**src/design/shtl_ram.sv**
```systemverilog
// ----------------------------------------------------------------------------
// shtl_ram
// Generic single-write, single-read RAM with registered read data.
// ----------------------------------------------------------------------------
`default_nettype none

module shtl_ram #(
  parameter int WIDTH = 8,
  parameter int DEPTH = 16,
  parameter int ADDR_W = $clog2(DEPTH)
) (
  input  wire logic              clk,
  input  wire logic              we,
  input  wire logic [ADDR_W-1:0] waddr,
  input  wire logic [WIDTH-1:0]  wdata,
  input  wire logic [ADDR_W-1:0] raddr,
  output logic      [WIDTH-1:0]  rdata
);

  logic [WIDTH-1:0] mem [DEPTH];

  always_ff @(posedge clk) begin
    if (we) begin
      mem[waddr] <= wdata;
    end
    rdata <= mem[raddr];
  end

endmodule

`default_nettype wire

```
**config.mk**
```make
export PLATFORM = sky130hd
export DESIGN_NAME = shtl_ram
export DESIGN_NICKNAME = d
export VERILOG_FILES = /design/src/design/shtl_ram.sv
export SDC_FILE = /design/constraint.sdc
export NUM_CORES = 1
export LEC_CHECK = 0
export BUFFER_PORTS_ARGS = -buffer_cell sky130_fd_sc_hd__buf_4
export CAP_MARGIN = 10
export CORE_ASPECT_RATIO = 1.2
export CORE_MARGIN = 1
export CORE_UTILIZATION = 29
export CTS_CLUSTER_DIAMETER = 200
export CTS_CLUSTER_SIZE = 12
export DETAILED_ROUTE_END_ITERATION = 6
export PLACE_DENSITY = 0.5
export SETUP_SLACK_MARGIN = 0.5
export SYNTH_ARGS = -nofsm -noshare
export SYNTH_HDL_FRONTEND = slang
export SYNTH_SLANG_ARGS = --single-unit
```
**constraint.sdc**
```tcl
create_clock -name clk -period 4.34 [get_ports clk]
set_input_delay 0 -clock clk [delete_from_list [all_inputs] [get_ports clk]]
set_output_delay 0 -clock clk [all_outputs]
set_load 0.03 [all_outputs]
```
==> metrics.csv <==
metric,value,unit
status,"finished, final reports clean",
power.density,514.8,mW/mm^2
rsz0062_at_grt,false,
hpwlAfterDp,6.162,mm
dr.pass1.iters,5,
fin_tns_setup,0,ns
buffer_ports.inserted,25,
cell_internal_pwr,2.616,mW
cts_inserted_buffers,17,
finalClockSkew,0.006066,ns
layout-drive-gt1-share,0.2759,
layout-area-overhead-vs-synth,22.90,%
share_seq_of_total_power,0.453,
syn_nets,247,
vias,2394,
initial_utilization,0.2951,
synth_seq_area_share,0.7778,
global_route.usage.total,0.1215,
worst_ep_arrival_time,1.63,ns
final_min_period_over_clock_period,0.3681,
critical_path_type,in2reg,
post-place-ws,2.275,ns
synth_cell_types,19,
ys_seq_elements,136,
seqCellArea,0.004004,sq mm
syn-mean-instance-area,22.48,sq um
worst_reg2reg_startpoint,mem[1][5]$_DFFE_PP_,
clock_tree.htree_level_count,4,
cts-root-to-sink-buffers,2,
p_leak,2.108,nW
yosys_warnings,0,
cts-resized-gates,0,
pin_count_of_the_biggest_net_entering_global_routing,33,
wire_length_of_the_first_global_routing_pass,15.21,mm
multi_input_area,0.001057,sq mm
first_global_vias,2549,
route.detailed.drc,0,
diodes,0,
initialDrtViolationCount,73,
die_height,147.9,um
io_pins,26,
tritoncts,done,
clock_sinks,136,
syn-cell-area,0.005147,sq mm
slew_headroom,0.3614,
report.final.setup_viol,0,
totalWireLength,10.04,mm
postSynthCellCount,229,
post_dr_vias_cell,4.694,
route.detailed.wl_per_inst,19.69,um
die_w,123.6,um
timing.critical_path.to_type,flip-flop,
power.net_switching,0.6402,mW
worst-path-max-fanout,8,
power.share.combinational,0.050,
netSwitchingFraction,0.1966,
placementRows,53,
hold_viol_final,0,
power.clock.fraction,0.497,
min-delay-start,waddr[1],
worst_ir_drop_vdd,0.0002709,V
worst_slack,2.742,ns
timing_worst_slew_pin_value,0.9544,ns
path_clk_slew,0.06,ns
crit_required,4.38,ns
finish.net_count,295,
worst_hold_path_type,in2reg,
floorplan.die_area,0.01829,sq mm
placeableCoreArea,0.01744,sq mm
grt-ovfl-total,0,
layout_min_cycle_time,1.598,ns
crit_start,waddr[0],
start_kind,input port,
clk_root_buffer_cell,sky130_fd_sc_hd__clkbuf_16,
achievable-frequency,0.6259,GHz
place_congestion,0.6960,
clock_latency_at_the_later_pin_of_the_worst_skew_pair,0.42,ns
nFillCells,1603,
antenna_violating_nets_post_route,0,
drv_slew,0,
number_of_antenna_violations_at_the_first_check_in_global_routing,0,
timing.max_cap.violations,0,
[cell families after synthesis]
family,after synthesis,synth area share
compound gates,16,0.02334
buf+inv,10,0.01677
flops,136,0.7778
mux,32,0.1502
simple gates,35,0.03184
[repair_timing]
action | CTS | global route
setup buffers | 0 | 0
hold endpoints to repair | 128 | 1
hold buffers | 8 | 2
[state kept, by name, indices dropped and copies added, names as in the netlist]
register and cells:
rdata 8, mem 128
[layer usage]
| layer | up-vias | GRT usage | share of wire |
|---|---|---|---|
| met5 | - | 0 | 0 |
| met4 | 0 | 0.05060 | 0.014 |
| met3 | 12 | 0.03665 | 0.047 |
| met2 | 60 | 0.1906 | 0.50 |
| met1 | 1251 | 0.1554 | 0.44 |
| li1 | 1071 | - | - |
[worst paths after layout]
kind	to	slack (ns)	cells past startpoint
min	mem[4][0]$_DFFE_PP_	0.12	3
min reg2reg	rdata[2]$_DFF_P_	0.68	3
max	mem[14][3]$_DFFE_PP_	2.74	4
max reg2reg	rdata[5]$_DFF_P_	2.92	3
[metrics by stage]
step	hold WS, ns	cell area [sq um]	instances	utilization	power (mW)
detailed placement	0.3202	5547	467	0.3180	1.663
global route	0.1217	6326	510	0.3627	3.350
CTS	0.09255	6299	507	0.3611	3.285
global placement	0.3066	5547	467	0.3180	1.660
floorplan	0.09887	5147	229	-	1.594
finish	0.1174	6326	510	0.3627	3.257
[cell usage in the layout (no fill, tap or decap), types with 8 or more instances in the layout]
cell	netlist	routed
sky130_fd_sc_hd__edfxtp_1	128	128
sky130_fd_sc_hd__buf_4	1	28
sky130_fd_sc_hd__mux4_2	18	18
sky130_fd_sc_hd__clkbuf_16	0	17
sky130_fd_sc_hd__a22oi_1	16	16
sky130_fd_sc_hd__mux4_1	14	14
sky130_fd_sc_hd__nor2_1	13	13
sky130_fd_sc_hd__dlygate4sd3_1	0	10
sky130_fd_sc_hd__nand2_1	9	9
sky130_fd_sc_hd__dfxtp_1	8	8
[power by group through the flow]
stage | logic [mW] | clock network [mW] | registers (mW)
after floorplan | 0.0745 | 0 | 1.52
after global placement | 0.157 | 0 | 1.50
after detailed placement | 0.159 | 0 | 1.50
after CTS | 0.165 | 1.64 | 1.48
after global routing | 0.175 | 1.70 | 1.48
final | 0.163 | 1.62 | 1.48
[synth_stat cells]
library cell	instances	area [sq um]
sky130_fd_sc_hd__a22oi_1	16	120.1
sky130_fd_sc_hd__and2_1	1	6.260
sky130_fd_sc_hd__and2b_1	1	7.510
sky130_fd_sc_hd__buf_2	3	15.01
sky130_fd_sc_hd__buf_4	1	7.510
sky130_fd_sc_hd__buf_6	3	33.78
sky130_fd_sc_hd__clkdlybuf4s25_2	3	30.03
sky130_fd_sc_hd__dfxtp_1	8	160.2
sky130_fd_sc_hd__edfxtp_1	128	3844
sky130_fd_sc_hd__mux4_1	14	367.9
sky130_fd_sc_hd__mux4_2	18	405.4
sky130_fd_sc_hd__nand2_1	9	33.78
sky130_fd_sc_hd__nand2b_1	2	12.51
sky130_fd_sc_hd__nand3_1	1	5.000
sky130_fd_sc_hd__nand3b_1	2	15.01
sky130_fd_sc_hd__nor2_1	13	48.80
sky130_fd_sc_hd__nor2b_1	1	6.260
sky130_fd_sc_hd__nor3_1	4	20.02
sky130_fd_sc_hd__or3b_2	1	8.760
[cell type report]
| class | instances | share of cell area |
|---|---|---|
| repair buffers | 39 | 0.05024 |
| multi-input cells | 83 | 0.1671 |
| flip-flops and latches | 136 | 0.6329 |
| clock inverters | 15 | 0.03896 |
| well taps | 220 | 0.04351 |
| clock buffers | 17 | 0.06725 |
[critical path, cell delays in order]
cell and delay [ns]:
sky130_fd_sc_hd__dlygate4sd3_1 0.53, sky130_fd_sc_hd__buf_4 0.16, sky130_fd_sc_hd__nand2b_1 0.20, sky130_fd_sc_hd__nor2_1 0.74
No activity file was read; power rests on OpenSTA's default activity.
